[src/rtl/dpcr_pkg.sv]
// Shared widths, constants, keyframe tables and types of the day phase colour ramp.
`default_nettype none

package dpcr_pkg;

    // Field and state widths
    localparam int PHASE_BITS   = 16;
    localparam int DAY_BITS     = 16;
    localparam int DUR_BITS     = 24;
    localparam int ELAPSED_BITS = 16;
    localparam int CHAN_BITS    = 8;
    localparam int PERIOD_BITS  = 3;

    // APB register map
    localparam int APB_DATA_BITS = 32;
    localparam int APB_ADDR_BITS = 3;
    localparam logic [0:0] REG_DAY_DURATION = 1'b0;

    localparam logic [DUR_BITS-1:0]   DUR_DEFAULT = DUR_BITS'(120000);
    localparam logic [PHASE_BITS-1:0] PHASE_RESET =
        PHASE_BITS'((18 * (2 ** PHASE_BITS)) / 100);
    localparam logic [DAY_BITS-1:0]   DAY_RESET = DAY_BITS'(1);

    // Phase scaled by 100, keyframe offsets and the colour product
    localparam int PCT_BITS    = 7;
    localparam int SPAN_BITS   = 5;
    localparam int SCALED_BITS = PHASE_BITS + PCT_BITS;
    localparam int OFF_BITS    = PHASE_BITS + SPAN_BITS;
    localparam int PROD_BITS   = OFF_BITS + CHAN_BITS;
    localparam int X_BITS      = CHAN_BITS + SPAN_BITS;

    // Shared divider
    localparam int REM_BITS  = DUR_BITS + 1;
    localparam int SRC_BITS  = (PHASE_BITS > CHAN_BITS) ? PHASE_BITS : CHAN_BITS;
    localparam int STEP_BITS = $clog2(SRC_BITS + 1);

    // Keyframes, positions in hundredths of a day
    localparam int NUM_KEYS      = 6;
    localparam int SEG_COUNT     = NUM_KEYS - 1;
    localparam int SEG_BITS      = 3;
    localparam int NUM_CHANS     = 4;
    localparam int CHAN_IDX_BITS = 2;

    localparam logic [PCT_BITS-1:0] KEY_POS [NUM_KEYS] = '{
        7'd0, 7'd15, 7'd45, 7'd60, 7'd82, 7'd100
    };
    localparam logic [SPAN_BITS-1:0] SEG_SPAN [SEG_COUNT] = '{
        5'd15, 5'd30, 5'd15, 5'd22, 5'd18
    };
    localparam logic [CHAN_BITS-1:0] KEY_RGBA [NUM_KEYS][NUM_CHANS] = '{
        '{8'd255, 8'd140, 8'd50,  8'd70},
        '{8'd255, 8'd220, 8'd100, 8'd0},
        '{8'd180, 8'd60,  8'd20,  8'd55},
        '{8'd20,  8'd20,  8'd80,  8'd130},
        '{8'd10,  8'd10,  8'd55,  8'd155},
        '{8'd255, 8'd140, 8'd50,  8'd70}
    };

    // Period breaks and night window
    localparam logic [PCT_BITS-1:0] BRK_DAY      = 7'd10;
    localparam logic [PCT_BITS-1:0] BRK_DUSK     = 7'd45;
    localparam logic [PCT_BITS-1:0] BRK_NIGHT    = 7'd60;
    localparam logic [PCT_BITS-1:0] BRK_MIDNIGHT = 7'd82;
    localparam logic [PCT_BITS-1:0] BRK_PREDAWN  = 7'd97;
    localparam logic [PCT_BITS-1:0] NIGHT_START  = 7'd55;

    typedef enum logic [PERIOD_BITS-1:0] {
        PERIOD_DAWN     = 3'd0,
        PERIOD_DAY      = 3'd1,
        PERIOD_DUSK     = 3'd2,
        PERIOD_NIGHT    = 3'd3,
        PERIOD_MIDNIGHT = 3'd4,
        PERIOD_PREDAWN  = 3'd5
    } t_period;

    typedef enum logic [2:0] {
        S_IDLE,
        S_INC,
        S_UPDATE,
        S_SEG,
        S_MUL,
        S_LOAD,
        S_CDIV,
        S_DONE
    } t_state;

    typedef struct packed {
        logic                  start;
        logic [REM_BITS-1:0]   rem_init;
        logic [SRC_BITS-1:0]   src;
        logic [DUR_BITS-1:0]   divisor;
        logic [STEP_BITS-1:0]  steps;
    } t_div_ctrl;

    typedef struct packed {
        logic                  busy;
        logic [SRC_BITS-1:0]   quot;
    } t_div_stat;

    typedef struct packed {
        logic [PHASE_BITS-1:0]  time_of_day;
        logic [DAY_BITS-1:0]    day_number;
        logic                   is_night;
        logic [PERIOD_BITS-1:0] period;
        logic [CHAN_BITS-1:0]   red;
        logic [CHAN_BITS-1:0]   green;
        logic [CHAN_BITS-1:0]   blue;
        logic [CHAN_BITS-1:0]   alpha;
    } t_result;

endpackage

`default_nettype wire

[src/rtl/dpcr_tick_if.sv]
// Valid/ready channel carrying one tick transaction.
`default_nettype none

interface dpcr_tick_if import dpcr_pkg::*; ();
    logic                    valid;
    logic                    ready;
    logic [ELAPSED_BITS-1:0] elapsed_ms;

    modport source (output valid, output elapsed_ms, input ready);
    modport sink   (input valid, input elapsed_ms, output ready);
endinterface

`default_nettype wire

[src/rtl/dpcr_ramp_if.sv]
// Valid/ready channel carrying one time-of-day and overlay colour transaction.
`default_nettype none

interface dpcr_ramp_if import dpcr_pkg::*; ();
    logic                   valid;
    logic                   ready;
    logic [PHASE_BITS-1:0]  time_of_day;
    logic [DAY_BITS-1:0]    day_number;
    logic                   is_night;
    logic [PERIOD_BITS-1:0] period;
    logic [CHAN_BITS-1:0]   red;
    logic [CHAN_BITS-1:0]   green;
    logic [CHAN_BITS-1:0]   blue;
    logic [CHAN_BITS-1:0]   alpha;

    modport source (output valid, output time_of_day, output day_number, output is_night,
                    output period, output red, output green, output blue, output alpha,
                    input ready);
    modport sink   (input valid, input time_of_day, input day_number, input is_night,
                    input period, input red, input green, input blue, input alpha,
                    output ready);
endinterface

`default_nettype wire

[src/rtl/dpcr_div.sv]
// Shared restoring divider, one quotient bit per cycle.
`default_nettype none

module dpcr_div import dpcr_pkg::*; (
    input  logic      i_clk,
    input  logic      i_rst_n,
    input  t_div_ctrl i_ctrl,
    output t_div_stat o_stat
);

    logic                 r_busy, n_busy;
    logic [STEP_BITS-1:0] r_cnt, n_cnt;
    logic [REM_BITS-1:0]  r_rem, n_rem;
    logic [SRC_BITS-1:0]  r_src, n_src;
    logic [SRC_BITS-1:0]  r_quot, n_quot;
    logic [DUR_BITS-1:0]  r_div, n_div;

    logic [REM_BITS-1:0]  trial;
    logic                 fits;

    always_comb begin
        trial = {r_rem[REM_BITS-2:0], r_src[SRC_BITS-1]};
        fits  = (trial >= REM_BITS'(r_div));
    end

    always_comb begin
        n_busy = r_busy;
        n_cnt  = r_cnt;
        n_rem  = r_rem;
        n_src  = r_src;
        n_quot = r_quot;
        n_div  = r_div;
        if (i_ctrl.start) begin
            n_busy = 1'b1;
            n_cnt  = i_ctrl.steps;
            n_rem  = i_ctrl.rem_init;
            n_src  = i_ctrl.src;
            n_quot = '0;
            n_div  = i_ctrl.divisor;
        end else if (r_busy) begin
            // shift in the next dividend bit, subtract where the divisor fits
            n_rem  = fits ? (trial - REM_BITS'(r_div)) : trial;
            n_src  = {r_src[SRC_BITS-2:0], 1'b0};
            n_quot = {r_quot[SRC_BITS-2:0], fits};
            n_cnt  = r_cnt - STEP_BITS'(1);
            n_busy = (r_cnt != STEP_BITS'(1));
        end
    end

    always_ff @(posedge i_clk) begin
        if (!i_rst_n) begin
            r_busy <= 1'b0;
            r_cnt  <= '0;
        end else begin
            r_busy <= n_busy;
            r_cnt  <= n_cnt;
        end
    end

    always_ff @(posedge i_clk) begin
        r_rem  <= n_rem;
        r_src  <= n_src;
        r_quot <= n_quot;
        r_div  <= n_div;
    end

    assign o_stat.busy = r_busy;
    assign o_stat.quot = r_quot;

endmodule

`default_nettype wire

[src/rtl/day_phase_color_ramp.sv]
// Top level: time-of-day tracker with a keyframed RGBA overlay ramp.
//
//   channel  | dir | handshake          | payload
//   ---------+-----+--------------------+------------------------------------------
//   i_tick   | in  | valid / ready      | elapsed_ms
//   o_ramp   | out | valid / ready      | time_of_day, day_number, is_night,
//            |     |                    | period, red, green, blue, alpha
//   APB      | in  | psel/penable/pready| day_duration_ms at byte address 0
//
// A tick runs the PHASE_BITS divider steps of the phase increment, then the update
// and segment search, then for each of the four colour channels a multiply, a load,
// eight divider steps and a write back, and finally the load of the output register.
// i_tick.ready is high only while the sequencer is idle; a result waiting in the
// output register does not hold off the next tick, but a finished tick waits for it.
// Reset is synchronous and active low; it restores the day length, phase and day count.
`default_nettype none

module day_phase_color_ramp import dpcr_pkg::*; (
    input  logic                     i_clk,
    input  logic                     i_rst_n,
    dpcr_tick_if.sink                i_tick,
    dpcr_ramp_if.source              o_ramp,
    input  logic                     psel,
    input  logic                     penable,
    input  logic                     pwrite,
    input  logic [APB_ADDR_BITS-1:0] paddr,
    input  logic [APB_DATA_BITS-1:0] pwdata,
    output logic [APB_DATA_BITS-1:0] prdata,
    output logic                     pready
);

    function automatic logic at_or_past(input logic [SCALED_BITS-1:0] scaled,
                                        input logic [PCT_BITS-1:0] hundredths);
        logic [SCALED_BITS-1:0] lim;
        lim = SCALED_BITS'(hundredths) << PHASE_BITS;
        return scaled >= lim;
    endfunction

    t_state r_state, n_state;

    logic [DUR_BITS-1:0]      r_dur;
    logic [PHASE_BITS-1:0]    r_phase, n_phase;
    logic [DAY_BITS-1:0]      r_day, n_day;
    logic                     r_sat, n_sat;
    logic [SEG_BITS-1:0]      r_seg, n_seg;
    logic [OFF_BITS-1:0]      r_off, n_off;
    logic [CHAN_IDX_BITS-1:0] r_chan, n_chan;
    logic [PROD_BITS-1:0]     r_prod, n_prod;
    logic [CHAN_BITS-1:0]     r_base, n_base;
    logic [CHAN_BITS-1:0]     r_col [NUM_CHANS];
    t_result                  r_res, n_res;
    logic                     r_out_valid, n_out_valid;

    t_div_ctrl div_ctrl;
    t_div_stat div_stat;

    logic                   tick_accept;
    logic                   out_take;
    logic                   cfg_write;
    logic                   res_load;
    logic [DUR_BITS-1:0]    dur_eff;
    logic [PHASE_BITS-1:0]  inc;
    logic [PHASE_BITS:0]    sum;
    logic [SCALED_BITS-1:0] scaled;
    logic [SEG_BITS-1:0]    seg_of;
    logic [CHAN_BITS-1:0]   key_a, key_b, delta;
    logic                   rising;
    logic [OFF_BITS-1:0]    den, weight;
    logic [X_BITS-1:0]      x;
    t_period                period_now;

    dpcr_div u_div (
        .i_clk   (i_clk),
        .i_rst_n (i_rst_n),
        .i_ctrl  (div_ctrl),
        .o_stat  (div_stat)
    );

    // APB: one register, writes elsewhere are dropped
    assign pready    = 1'b1;
    assign cfg_write = psel && penable && pwrite && pready &&
                       (paddr[APB_ADDR_BITS-1:2] == REG_DAY_DURATION);
    assign prdata    = (paddr[APB_ADDR_BITS-1:2] == REG_DAY_DURATION) ?
                       APB_DATA_BITS'(r_dur) : '0;

    assign dur_eff     = (r_dur == '0) ? DUR_DEFAULT : r_dur;
    assign tick_accept = i_tick.valid && i_tick.ready;
    assign out_take    = r_out_valid && o_ramp.ready;
    assign res_load    = (r_state == S_DONE) && (!r_out_valid || o_ramp.ready);

    // Phase arithmetic, segment search and thresholds
    always_comb begin
        inc    = r_sat ? '1 : div_stat.quot[PHASE_BITS-1:0];
        sum    = {1'b0, r_phase} + {1'b0, inc};
        scaled = SCALED_BITS'(r_phase) * SCALED_BITS'(100);
        seg_of = SEG_BITS'(SEG_COUNT - 1);
        for (int i = SEG_COUNT - 2; i >= 0; i--) begin
            if (scaled < (SCALED_BITS'(KEY_POS[i + 1]) << PHASE_BITS)) begin
                seg_of = SEG_BITS'(i);
            end
        end
        if (!at_or_past(scaled, BRK_DAY)) begin
            period_now = PERIOD_DAWN;
        end else if (!at_or_past(scaled, BRK_DUSK)) begin
            period_now = PERIOD_DAY;
        end else if (!at_or_past(scaled, BRK_NIGHT)) begin
            period_now = PERIOD_DUSK;
        end else if (!at_or_past(scaled, BRK_MIDNIGHT)) begin
            period_now = PERIOD_NIGHT;
        end else if (!at_or_past(scaled, BRK_PREDAWN)) begin
            period_now = PERIOD_MIDNIGHT;
        end else begin
            period_now = PERIOD_PREDAWN;
        end
    end

    // Colour channel: walk the falling side from the far key so the product stays
    // non-negative.
    always_comb begin
        key_a  = KEY_RGBA[r_seg][r_chan];
        key_b  = KEY_RGBA[r_seg + SEG_BITS'(1)][r_chan];
        rising = (key_b >= key_a);
        delta  = rising ? (key_b - key_a) : (key_a - key_b);
        den    = OFF_BITS'(SEG_SPAN[r_seg]) << PHASE_BITS;
        weight = rising ? r_off : (den - r_off);
        x      = r_prod[PHASE_BITS +: X_BITS];
    end

    // Next state
    always_comb begin
        n_state = r_state;
        case (r_state)
            S_IDLE:   if (tick_accept) n_state = S_INC;
            S_INC:    if (!div_stat.busy) n_state = S_UPDATE;
            S_UPDATE: n_state = S_SEG;
            S_SEG:    n_state = S_MUL;
            S_MUL:    n_state = S_LOAD;
            S_LOAD:   n_state = S_CDIV;
            S_CDIV: begin
                if (!div_stat.busy) begin
                    n_state = (r_chan == CHAN_IDX_BITS'(NUM_CHANS - 1)) ? S_DONE : S_MUL;
                end
            end
            S_DONE:   if (res_load) n_state = S_IDLE;
            default:  n_state = S_IDLE;
        endcase
    end

    // Sequencer outputs
    always_comb begin
        i_tick.ready      = 1'b0;
        div_ctrl.start    = 1'b0;
        div_ctrl.rem_init = REM_BITS'(i_tick.elapsed_ms);
        div_ctrl.src      = '0;
        div_ctrl.divisor  = dur_eff;
        div_ctrl.steps    = STEP_BITS'(PHASE_BITS);
        case (r_state)
            S_IDLE: begin
                i_tick.ready   = 1'b1;
                div_ctrl.start = tick_accept;
            end
            S_LOAD: begin
                div_ctrl.start    = 1'b1;
                div_ctrl.rem_init = REM_BITS'(x[X_BITS-1:CHAN_BITS]);
                div_ctrl.src      = SRC_BITS'(x[CHAN_BITS-1:0]) << (SRC_BITS - CHAN_BITS);
                div_ctrl.divisor  = DUR_BITS'(SEG_SPAN[r_seg]);
                div_ctrl.steps    = STEP_BITS'(CHAN_BITS);
            end
            default: begin
                div_ctrl.start = 1'b0;
            end
        endcase
    end

    // Datapath next values
    always_comb begin
        n_phase     = r_phase;
        n_day       = r_day;
        n_sat       = r_sat;
        n_seg       = r_seg;
        n_off       = r_off;
        n_chan      = r_chan;
        n_prod      = r_prod;
        n_base      = r_base;
        n_res       = r_res;
        n_out_valid = r_out_valid;
        if (out_take) begin
            n_out_valid = 1'b0;
        end
        case (r_state)
            S_IDLE: begin
                n_sat = ({{(DUR_BITS - ELAPSED_BITS){1'b0}}, i_tick.elapsed_ms} >= dur_eff);
            end
            S_UPDATE: begin
                n_phase = sum[PHASE_BITS-1:0];
                if (sum[PHASE_BITS]) begin
                    n_day = r_day + DAY_BITS'(1);
                end
                n_chan = '0;
            end
            S_SEG: begin
                n_seg = seg_of;
                n_off = OFF_BITS'(scaled - (SCALED_BITS'(KEY_POS[seg_of]) << PHASE_BITS));
            end
            S_MUL: begin
                n_prod = PROD_BITS'(delta) * PROD_BITS'(weight);
                n_base = rising ? key_a : key_b;
            end
            S_CDIV: begin
                if (!div_stat.busy) begin
                    n_chan = r_chan + CHAN_IDX_BITS'(1);
                end
            end
            S_DONE: begin
                if (res_load) begin
                    n_res.time_of_day = r_phase;
                    n_res.day_number  = r_day;
                    n_res.is_night    = at_or_past(scaled, NIGHT_START) &&
                                        !at_or_past(scaled, BRK_PREDAWN);
                    n_res.period      = period_now;
                    n_res.red         = r_col[0];
                    n_res.green       = r_col[1];
                    n_res.blue        = r_col[2];
                    n_res.alpha       = r_col[3];
                    n_out_valid       = 1'b1;
                end
            end
            default: begin
                n_chan = r_chan;
            end
        endcase
    end

    always_ff @(posedge i_clk) begin
        if (!i_rst_n) begin
            r_state     <= S_IDLE;
            r_dur       <= DUR_DEFAULT;
            r_phase     <= PHASE_RESET;
            r_day       <= DAY_RESET;
            r_out_valid <= 1'b0;
        end else begin
            r_state     <= n_state;
            r_phase     <= n_phase;
            r_day       <= n_day;
            r_out_valid <= n_out_valid;
            if (cfg_write) begin
                r_dur <= pwdata[DUR_BITS-1:0];
            end
        end
    end

    always_ff @(posedge i_clk) begin
        r_sat  <= n_sat;
        r_seg  <= n_seg;
        r_off  <= n_off;
        r_chan <= n_chan;
        r_prod <= n_prod;
        r_base <= n_base;
        r_res  <= n_res;
        if ((r_state == S_CDIV) && !div_stat.busy) begin
            r_col[r_chan] <= r_base + div_stat.quot[CHAN_BITS-1:0];
        end
    end

    assign o_ramp.valid       = r_out_valid;
    assign o_ramp.time_of_day = r_res.time_of_day;
    assign o_ramp.day_number  = r_res.day_number;
    assign o_ramp.is_night    = r_res.is_night;
    assign o_ramp.period      = r_res.period;
    assign o_ramp.red         = r_res.red;
    assign o_ramp.green       = r_res.green;
    assign o_ramp.blue        = r_res.blue;
    assign o_ramp.alpha       = r_res.alpha;

endmodule

`default_nettype wire
[src/flat_wrapper.sv]
// flat-port wrapper written by rule: the top's interface ports become plain ports
module day_phase_color_ramp_flat import dpcr_pkg::*;
  (i_clk, i_rst_n, psel, penable, pwrite, paddr, pwdata, prdata, pready, i_tick_valid, i_tick_elapsed_ms, i_tick_ready, o_ramp_valid, o_ramp_time_of_day, o_ramp_day_number, o_ramp_is_night, o_ramp_period, o_ramp_red, o_ramp_green, o_ramp_blue, o_ramp_alpha, o_ramp_ready);
  dpcr_tick_if i_tick_i ();
  dpcr_ramp_if o_ramp_i ();
  input  logic i_clk;
  input  logic i_rst_n;
  input  logic psel;
  input  logic penable;
  input  logic pwrite;
  input  logic [APB_ADDR_BITS-1:0] paddr;
  input  logic [APB_DATA_BITS-1:0] pwdata;
  output logic [APB_DATA_BITS-1:0] prdata;
  output logic pready;
  input wire logic [$bits(i_tick_i.valid)-1:0] i_tick_valid;
  input wire logic [$bits(i_tick_i.elapsed_ms)-1:0] i_tick_elapsed_ms;
  output wire logic [$bits(i_tick_i.ready)-1:0] i_tick_ready;
  output wire logic [$bits(o_ramp_i.valid)-1:0] o_ramp_valid;
  output wire logic [$bits(o_ramp_i.time_of_day)-1:0] o_ramp_time_of_day;
  output wire logic [$bits(o_ramp_i.day_number)-1:0] o_ramp_day_number;
  output wire logic [$bits(o_ramp_i.is_night)-1:0] o_ramp_is_night;
  output wire logic [$bits(o_ramp_i.period)-1:0] o_ramp_period;
  output wire logic [$bits(o_ramp_i.red)-1:0] o_ramp_red;
  output wire logic [$bits(o_ramp_i.green)-1:0] o_ramp_green;
  output wire logic [$bits(o_ramp_i.blue)-1:0] o_ramp_blue;
  output wire logic [$bits(o_ramp_i.alpha)-1:0] o_ramp_alpha;
  input wire logic [$bits(o_ramp_i.ready)-1:0] o_ramp_ready;
  assign i_tick_i.valid = i_tick_valid;
  assign i_tick_i.elapsed_ms = i_tick_elapsed_ms;
  assign i_tick_ready = i_tick_i.ready;
  assign o_ramp_valid = o_ramp_i.valid;
  assign o_ramp_time_of_day = o_ramp_i.time_of_day;
  assign o_ramp_day_number = o_ramp_i.day_number;
  assign o_ramp_is_night = o_ramp_i.is_night;
  assign o_ramp_period = o_ramp_i.period;
  assign o_ramp_red = o_ramp_i.red;
  assign o_ramp_green = o_ramp_i.green;
  assign o_ramp_blue = o_ramp_i.blue;
  assign o_ramp_alpha = o_ramp_i.alpha;
  assign o_ramp_i.ready = o_ramp_ready;
  day_phase_color_ramp u_core (.i_clk(i_clk), .i_rst_n(i_rst_n), .i_tick(i_tick_i), .o_ramp(o_ramp_i), .psel(psel), .penable(penable), .pwrite(pwrite), .paddr(paddr), .pwdata(pwdata), .prdata(prdata), .pready(pready));
endmodule
[config.mk]
export PLATFORM = sky130hd
export DESIGN_NAME = day_phase_color_ramp_flat
export DESIGN_NICKNAME = d
export VERILOG_FILES = /design/src/rtl/dpcr_pkg.sv /design/src/rtl/dpcr_tick_if.sv /design/src/rtl/dpcr_ramp_if.sv /design/src/rtl/dpcr_div.sv /design/src/rtl/day_phase_color_ramp.sv /design/src/flat_wrapper.sv
export SDC_FILE = /design/constraint.sdc
export NUM_CORES = 1
export LEC_CHECK = 0
export BUFFER_PORTS_ARGS = -buffer_cell sky130_fd_sc_hd__buf_4
export CAP_MARGIN = 20
export CORE_MARGIN = 2
export CORE_UTILIZATION = 31
export CTS_CLUSTER_DIAMETER = 100
export DETAILED_ROUTE_END_ITERATION = 8
export HOLD_SLACK_MARGIN = 0.08
export PLACE_DENSITY = 0.54
export SETUP_SLACK_MARGIN = 0.4
export SLEW_MARGIN = 10
export SYNTH_ARGS = -nofsm -noshare
export SYNTH_HDL_FRONTEND = slang
export SYNTH_SLANG_ARGS = --single-unit
[constraint.sdc]
create_clock -name i_clk -period 11.1 [get_ports i_clk]
set_input_delay 0.555 -clock i_clk [delete_from_list [all_inputs] [get_ports i_clk]]
set_output_delay 0.555 -clock i_clk [all_outputs]
set_load 0.01 [all_outputs]
; ---- Word-level counts from Yosys, hierarchy flattened
; Memory sizes are Yosys's and may differ from the RTL's. A register that Yosys moved wholly into a read port is not among the register bits.
; Cells that the tools add are included.
[totals]
register_bits = 246
mem_bits_rw = 32
romBits = 608
out_inout_bits = 103
elab_cells = 152
memories = 5
[classes]
addsub = 11
n_mul = 2
n_lt_le_gt_ge = 17
eq_ne = 13
muxes = 53
n_bitwise = 5
n_reduce_logical = 22
[mem_list]
columns = name, words, word_bits, read_ports, rd_ports_with_merged_regs, wr, line
row1 = (no name shown), 8, 32, 1, 0, 0, day_phase_color_ramp.sv:121  ; key_b = KEY_RGBA[r_seg + SEG_BITS'(1)][r_chan];
row2 = (no name shown), 8, 32, 1, 0, 0, day_phase_color_ramp.sv:120  ; key_a = KEY_RGBA[r_seg][r_chan];
row3 = (no name shown), 8, 7, 1, 0, 0, day_phase_color_ramp.sv:203  ; n_off = OFF_BITS'(scaled - (SCALED_BITS'(KEY_POS[seg_of]) << PHASE_BITS));
row4 = (no name shown), 8, 5, 1, 0, 0, day_phase_color_ramp.sv:124  ; den = OFF_BITS'(SEG_SPAN[r_seg]) << PHASE_BITS;
row5 = u_core.r_col, 4, 8, 4, 4, 1, day_phase_color_ramp.sv:50  ; logic [CHAN_BITS-1:0] r_col [NUM_CHANS];
[ops]
columns = operator, count
row1 = two-way mux 32 bit, 4
row2 = two-way mux 24 bit, 5
row3 = ">= comparator 23 x 22 -> 1 bit, second input constant", 3
row4 = two-way mux 61 bit, 1
row5 = two-way mux 16 bit, 3
row6 = two-way mux 8 bit, 6
row7 = ">= comparator 23 bit, second input constant", 2
row8 = "< comparator 23 x 22 -> 1 bit, second input constant", 2
row9 = subtractor 21 bit, 2
row10 = binary-select mux 8 bit (select 2 bit), 2
row11 = two-way mux 5 bit, 6
row12 = multiplier 8 x 21 -> 29 bit, 1
row13 = >= comparator 25 x 24 -> 1 bit, 1
row14 = >= comparator 16 x 24 -> 1 bit, 1
row15 = zero test 24 bit, 1
row16 = two-way mux 3 bit, 8
row17 = case mux 3 bit (8 select lines), 1
row18 = subtractor 24 bit, 1
row19 = ">= comparator 23 x 20 -> 1 bit, second input constant", 1
row20 = "< comparator 23 x 20 -> 1 bit, second input constant", 1
row21 = "< comparator 23 bit, second input constant", 1
row22 = "multiplier 16 x 5 -> 21 bit, second input constant", 1
row23 = two-way mux 21 bit, 1
row24 = adder 16 x 16 -> 17 bit, 1
row25 = other kinds (30), 67

; ---- Depth between registers and ports, before layout
; Gate-level depths: netlist (run 1).
[logic_depth]
ltp_word = 11
ltp_mapped = 39
ltp_nobuf = 36

; ---- By module
; From an unflattened synthesis (run 1), not the netlist that was laid out.
[hier_totals]
cells_unflattened = 2305
area_unflattened_um2 = 22261.4
[modules_own_cells]
columns = module, instances, cells_per_inst, area_each_um2
row1 = day_phase_color_ramp, 1, 1829, 17314.1
row2 = dpcr_div, 1, 476, 4947.2

; ---- Worst setup path before layout (run 1)
; OpenSTA, ideal clock, no wires.
[synth_path]
kind = register -> register
start = register u_core.r_seg[2]
end = register u_core.r_prod[28] (data pin)
setup_ns = 0.260
arrival_ns = 8.375
setup_slack_ns = 2.465
stages_incl_launch_ff = 37
path_buffers = 2
period_less_slack_ns = 8.635
path_cell_list = edfxtp_1 > clkinv_1 > ha_1 > inv_1 > nor2_1 > a21oi_1 > a21oi_1 > o21ai_0 > inv_1 > ha_1 > clkbuf_1 > a41oi_1 > o21ai_0 > a21oi_1 > o31a_1 > buf_6 > mux2i_2 > o22ai_1 > a221oi_2 > xor2_2 > or2_1 > fa_1 > fa_1 > inv_1 > fa_1 > fa_1 > ha_1 > a21o_1 > a21oi_1 > o21ai_0 > a21o_1 > a21oi_1 > nand3b_1 > o21ai_1 > o221ai_1 > a221o_1 > xnor2_1
[synth_via]
elab_chain_cells = 11
word_cells_on_any_way = 25
[synth_lines]
columns = item, line
row1 = from (decl), day_phase_color_ramp.sv:45  ; logic [SEG_BITS-1:0] r_seg, n_seg;
row2 = from (signal assigned), day_phase_color_ramp.sv:254  ; r_seg <= n_seg;
row3 = adder 3 x 1 -> 3 bit, day_phase_color_ramp.sv:121
row4 = inverter 3 -> 4 bit (not written as such), day_phase_color_ramp.sv:121
row5 = memory read (8 x 32 bit), --
row6 = two-way mux 32 bit (not written as such) (2 in series), day_phase_color_ramp.sv:121
row7 = binary-select mux 8 bit (select 2 bit), day_phase_color_ramp.sv:121
row8 = two-way mux 8 bit (not written as such) (2 in series), day_phase_color_ramp.sv:121
row9 = subtractor 8 bit / >= comparator 8 bit (equally long branches), "day_phase_color_ramp.sv:123, day_phase_color_ramp.sv:122"
row10 = two-way mux 8 bit / two-way mux 21 bit (equally long branches), "day_phase_color_ramp.sv:123, day_phase_color_ramp.sv:125"
row11 = multiplier 8 x 21 -> 29 bit (*), day_phase_color_ramp.sv:206  ; n_prod = PROD_BITS'(delta) * PROD_BITS'(weight);
row12 = to (signal assigned), day_phase_color_ramp.sv:257  ; r_prod <= n_prod;
row13 = to (decl), day_phase_color_ramp.sv:48  ; logic [PROD_BITS-1:0] r_prod, n_prod;
; Mark *: on every way between the ends. The rest lies on a longest branch, timed or not. The select of a mux whose other input is x is not followed.
; A chain may end at the register's enable or synchronous reset.

; ---- Worst setup path in the final report (run 1)
[layout_path]
start = register u_core.r_seg[0]
end = register u_core.r_prod[28] (data pin)
; Same word-level chain as after synthesis.

==> results of run 1 <==
## per-stage QoR
step | std cells | hold WS [ps] | setup slack, ps | utilization (%) | cell area, sq um
detailed placement | 3137 | 405 | 787 | 34.4 | 23100
floorplan | 2174 | 400 | 2460 | - | 21100
global placement | 3137 | 403 | 900 | 34.4 | 23100
global route | 3201 | 175 | 494 | 36.1 | 24200
CTS | 3195 | 166 | 711 | 36.0 | 24100
finish | 3201 | 200 | 1100 | 36.1 | 24200
## flip-flops by register name (all words and copies together), names as in the netlist, 5 cells and up
register / flops
o_ramp_alpha: 8
u_core.r_base: 8
o_ramp_green: 8
u_core.r_off: 19
u_core.o_ramp.red: 7
u_core.o_ramp.time_of_day: 16
u_core.r_phase: 16
u_core.u_div.r_rem: 24
u_core.u_div.r_quot: 16
u_core.u_div.r_src: 8
u_core.r_dur: 24
o_ramp_blue: 8
u_core.o_ramp.day_number: 16
u_core.r_day: 16
u_core.r_col: 32
u_core.u_div.r_div: 24
u_core.u_div.r_cnt: 5
u_core.r_prod: 13
## synthesized netlist by cell type (9+ instances only)
library cell	count
fa_1	117
ha_1	210
and3_1	12
nand2b_1	33
or2_1	13
a22oi_1	9
or3_1	16
and2_1	20
o31ai_1	15
nand2_1	161
nor3_1	19
edfxtp_1	202
a21o_1	41
or4_1	14
clkbuf_1	57
dfxtp_1	82
or2_2	32
o21a_1	16
xor2_1	33
nor2_1	240
o211ai_1	12
a31oi_1	13
a211oi_1	17
nor4_1	11
xnor2_1	63
nand3_1	39
buf_4	9
nand4_1	11
a21oi_1	121
o21bai_1	13
inv_1	278
o21ai_0	78
mux2i_1	38
nor2b_1	37
## metal layers
metal  part of all wire [%]  global-route usage, %
met5                      0                      0
met4                    1.4                   2.86
met3                    3.4                   1.66
met2                     50                   26.3
met1                     45                   19.0
## worst max-delay path, delay by kind of cell, from the launching register on
| kind | cells | cell delay (ps) |
|---|---|---|
| compound gates | 15 | 3870 |
| fa+ha+maj | 9 | 3750 |
| flops | 1 | 590 |
| buf+inv | 4 | 450 |
| simple gates | 3 | 450 |
| mux | 1 | 330 |
| xor+xnor | 2 | 260 |
## cell type report
cell class	count	area, sq um
clock buffers	38	812
clock inverters	20	254
fillers	6785	42900
inverters	281	1060
multi-input cells	1534	12000
flip-flops and latches	284	7710
well taps	873	1090
repair buffers	171	1290
## worst paths after layout
check             slack [ps]                    startpoint                           end
setup / recovery        1100     u_core.r_seg[0]$_DFFE_PN_   u_core.r_prod[28]$_DFFE_PP_
hold / removal           200                     pwdata[7]  u_core.r_dur[7]$_SDFFE_PN1P_
setup reg to reg        1100     u_core.r_seg[0]$_DFFE_PN_   u_core.r_prod[28]$_DFFE_PP_
hold reg to reg          410  u_core.r_col[2][0]$_DFFE_PP_      o_ramp_blue[0]$_DFFE_PP_
## kinds of logic (layout without fill, tap and decap cells)
logic type,Yosys count,in the layout,share of synthesized area (%)
compound gates,380,380,11.4
xor+xnor,97,97,4.07
fa+ha+maj,327,327,23.6
buf+inv,356,510,6.60
flops,284,284,36.6
mux,46,46,2.46
other cells,2,9,0.0357
simple gates,675,675,15.2
## timing repair
| action | in CTS | in global routing |
|---|---|---|
| gates resized for setup | 0 | 5 |
| setup endpoints to repair | 0 | 10 |
| hold buffers | 0 | 0 |
| setup buffers | 0 | 2 |
==> run metrics, run 1 <==
status=complete, no violations; worst path arrival time=10320 ps; flops & latches, synth=284; Worst Max-Slew Pin Slew=1040 ps; min-delay worst type=input port to flop; RD Place Congestion=0.856; leading area contributor after synthesis=edfxtp_1; clock sink count=284; detailed router's first-iteration violation count=803; largest net degree at the start of global routing=70; Max-slew headroom=30.5%; fin crit period=10000 ps; remaining antenna violation count=0; P&R area growth vs syn=15.2%; Die Y=265 microns; Async SR Flop Fraction=0%; die area=70000 sq um; RSZ-0062 raised after global routing=false; fin. max-slew vios=0; setup tns final=0 ps; peak fanout along the critical path=12; vias per std cell=4.83; vias in the first global route=16.0k; Remaining Overflow, GRT=0; post-synth cell types=78; global-route wire length before repair=84200 microns; CTS root buf=clkbuf_16; CP Data Required Time=11420 ps; initial antenna violation count=0; most common cell after layout, fill and taps aside=inv_1; slowest cell delay on critical path=590 ps; Worst Setup Start Kind=flop; Max Clk Rate=100 MHz; Hold Fails Final Rpt=0; most frequent cells in the layout=inv_1 (276), nor2_1 (239), ha_1 (210); Cell Area, Synth=21000 sq um; Yosys top cell area share=28.8%; clock skew=37.3 ps; nets=2688; HPWL after detailed placement=39500 microns; WL/cell=16.0 microns; # DRC=0; critical path's slowest cell=edfxtp_1; ant diodes=0; post-synthesis cell count=2167; H-Tree Depth=1; Core Area=67200 sq um; share of post-route cells with drive strength above 1=12.2%; port bufs=141; vias post-DR=15.5k; number of synthesized flops with an enable pin=202; worst reg2reg path depth=34; mean cell area of the mapped netlist=9.71 sq um; Die Width=265 microns; CP Capture Type=flop; Initial DRT Pass Iterations=4; CTS max path bufs=3; Setup CP Type=flop to flop; total I/O pin count=161; Setup-failing EPs final=0; ys flop type=edfxtp_1; maxcap violations=0; CTS tree=done; most area-consuming cells after synthesis=edfxtp_1 (29%), ha_1 (12%), fa_1 (11%), dfxtp_1 (7.8%), inv_1 (5.0%); sequential area share after synthesis=36.6%; yosys warns=0; Rows=95; Final period util=90.1%; Worst-path clk slew=70 ps; GRT Overall Usage=14.7%; most frequent CP cell=ha_1; hold path cells=3; CTS Buf Count=31; starting density of the core=31.3%; Worst-Skew Late Latency=600 ps; Post-Route WL=51300 microns
Power of run 1 is not shown: default switching activity piles up to over one toggle a cycle in this logic, so the estimate is an artifact.
==> run 2, diff against run 1 <==
--- a/config.mk
+++ b/config.mk
@@ -7,6 +7,7 @@
 export LEC_CHECK = 0
 export BUFFER_PORTS_ARGS = -buffer_cell sky130_fd_sc_hd__buf_4
 export CAP_MARGIN = 20
+export CORE_ASPECT_RATIO = 0.75
 export CORE_MARGIN = 2
 export CORE_UTILIZATION = 31
 export CTS_CLUSTER_DIAMETER = 100
@@ -17,4 +18,5 @@
 export SLEW_MARGIN = 10
 export SYNTH_ARGS = -nofsm -noshare
 export SYNTH_HDL_FRONTEND = slang
+export SYNTH_HIERARCHICAL = 1
 export SYNTH_SLANG_ARGS = --single-unit
==> run 2 against run 1 <==
Net effect: die area increased by 5.8%; global-route usage increased by 0.61 points; synthesized cell count increased by 6.4%; largest cell class unchanged; highest routed layer unchanged.
==> run metrics, run 2 <==
Post-CTS Setup Bufs=0 (unchanged); mean cell area of the mapped netlist=9.66 sq um (-0.52%); Post-Route WL=56600 microns (+10%); H-Tree Depth=1 (unchanged); Worst Max-Slew Pin Slew=1020 ps (-20.2 ps); maxcap violations=0 (unchanged); Worst-path clk slew=70 ps (about the same); vias per std cell=4.79 (-0.82%); remaining antenna violation count=0 (unchanged); Hold Fails Final Rpt=0 (unchanged); CP Data Required Time=11410 ps (about the same); Setup-failing EPs final=0 (unchanged); min-delay worst type=input port to flop; # DRC=0 (unchanged); Cell Area, Synth=22300 sq um (+5.8%); number of synthesized flops with an enable pin=210 (+4.0%); leading area contributor after synthesis=edfxtp_1; most common cell after layout, fill and taps aside=inv_1; most frequent cells in the layout=inv_1 (263), nor2_1 (237), edfxtp_1 (210); main combinational cell family by area after synthesis=adder cells; Die Width=313 microns (+18%); Post-synth top cells=inv_1 (263), nor2_1 (238), edfxtp_1 (210); Rows=85 (-11%); clock sink count=292 (+2.8%); total I/O pin count=161 (unchanged); area of the multi-input gates=13000 sq um (+8.6%); Yosys top cell area share=28.3% (-0.51 points); setup tns final=0 ps (unchanged); nets=2834 (+5.4%); multiplexer share of the synthesized area=2.79% (+0.33 points); CTS Buf Count=31 (unchanged); Hold Buf Count CTS=0 (unchanged); Post-Synth XOR/XNOR Area=4.44% (+0.37 points); Setup CP Type=flop to flop; Worst-Skew Late Latency=590 ps (about the same); port bufs=141 (unchanged); vias in the first global route=16.4k (+2.7%); WL/cell=16.5 microns (+2.7%); Max Clk Rate=99.6 MHz (-0.37%); Biggest register=u_core/r_col; die area=74000 sq um (+5.8%); RSZ-0062 raised after global routing=false; final core occ=35.8% (-0.30 points); largest net degree at the start of global routing=72 (+2.9%); peak fanout along the critical path=14 (+2); clock skew=30.6 ps (-6.76 ps); worst path arrival time=10340 ps (+20 ps); CP Capture Type=flop; fillers=7297 (+7.5%); initial antenna violation count=0 (unchanged); adder-cell area share of the yosys netlist=22.3% (-1.4 points); ys flop type=edfxtp_1; critical path's slowest cell=edfxtp_1; HPWL after detailed placement=43800 microns (+11%); post-CTS sizing=0 (unchanged); GRT Overall Usage=15.3% (+0.61 points); Max-slew headroom=32.1% (+1.6 points); Final period util=90.4% (+0.34 points); fin crit period=10040 ps (+37.2 ps); post-synth cell types=94 (+21%); most area-consuming cells after synthesis=edfxtp_1 (28%), ha_1 (12%), fa_1 (11%), dfxtp_1 (7.4%), inv_1 (4.4%); P&R area growth vs syn=14.9%; Initial DRT Pass Iterations=5 (+1); global-route wire length before repair=91100 microns (+8.3%); post-synthesis simple-gate area fraction=16.3% (+1.1 points); RD Place Congestion=0.880 (+2.8%); detailed router's first-iteration violation count=1219 (+52%); status=complete, no violations; share of post-route cells with drive strength above 1=12.8% (+0.57 points); most common cell in the netlist=inv_1; Core Area=71500 sq um (+6.4%); CTS tree=done; CTS max path bufs=3 (unchanged); FF/Latch Area=7950 sq um (+3.1%); post-synthesis cell count=2305 (+6.4%); Async SR Flop Fraction=0% (unchanged); Compound-Gate Fraction of Synth Area=12.1% (+0.71 points); Worst Setup Start Kind=flop; Die Y=236 microns (-11%); vias post-DR=16.5k (+6.4%); sequential area share after synthesis=35.7% (-0.93 points); Remaining Overflow, GRT=0 (unchanged); yosys warns=6 (+6); max reg flops=32 (unchanged); CTS root buf=clkbuf_16; fin. max-slew vios=0 (unchanged); slowest cell delay on critical path=740 ps (+150 ps); starting density of the core=31.1% (-0.18 points); flops & latches, synth=292 (+2.8%)
==> run 2: changes by cell type after synthesis, sizes merged, moves of 12 or more <==
cell / delta
a21oi: -12
nand2: +38
xnor2: +14
buf: +16
a21boi: +20
inv: -16
and2: +44
mux2: +14
==> run 2: metal layers <==
| metal | vias to the layer above | track usage, % | wire [microns] | part of all wire, % |
|---|---|---|---|---|
| met4 | 0 | 2.48 | 804 | 1.4 |
| li1 | 8140 | - | - | - |
| met5 | - | 0 | 0 | 0 |
| met1 | 7920 | 23.0 | 28900 | 51 |
| met3 | 52 | 3.75 | 3870 | 6.8 |
| met2 | 340 | 22.2 | 23000 | 41 |
==> run 2: final timing paths <==
kind | start | to | slack, ps | cells after the start
hold reg to reg | u_core/r_col[2][6]$_DFFE_PP_ | u_core/o_ramp.blue[6]$_DFFE_PP_ | 420 | 0
hold / removal | pwdata[15] | u_core/r_dur[15]$_SDFFE_PN1P_ | 180 | 3
setup / recovery | u_core/r_seg[0]$_DFFE_PN_ | u_core/r_prod[20]$_DFFE_PP_ | 1060 | 31
setup reg to reg | u_core/r_seg[0]$_DFFE_PN_ | u_core/r_prod[20]$_DFFE_PP_ | 1060 | 31
==> run 2: cell type report <==
cell class	instances	share of cell area [%]
clock buffer	36	3.31
sequential	292	31.1
timing repair buffer	176	5.23
tap	957	4.68
multi-input combinational	1683	51.0
antenna	1	0.00979
clock inverter	22	0.793
inverter	266	3.90
==> run 2: through the flow <==
stage	cells	hold WS [ps]	setup WS (ps)	area, sq um
floorplan	2331	400	2550	22400
global placement	3372	407	1360	24500
detailed placement	3372	406	1140	24500
CTS	3430	140	1090	25500
global route	3432	156	420	25600
finish	3433	177	1060	25600
==> run 2: kinds of logic after synthesis <==
group / Yosys count
buffers and inverters: 356
AO/OA/AOI/OAI: 404
XOR/XNOR: 112
other: 2
AND/OR/NAND/NOR: 753
flip-flops: 292
adder cells (fa/ha/maj): 326
multiplexers: 60
==> run 2: worst max-delay path: cells and delay by family, from the launching register on <==
family                   cells  cell delay, ps
adder cells (fa/ha/maj)      8            3520
AO/OA/AOI/OAI                9            2220
AND/OR/NAND/NOR              5            1360
XOR/XNOR                     2             830
multiplexers                 3             790
flip-flops                   1             740
buffers and inverters        4             270
Power of run 2 is left out for the same reason.
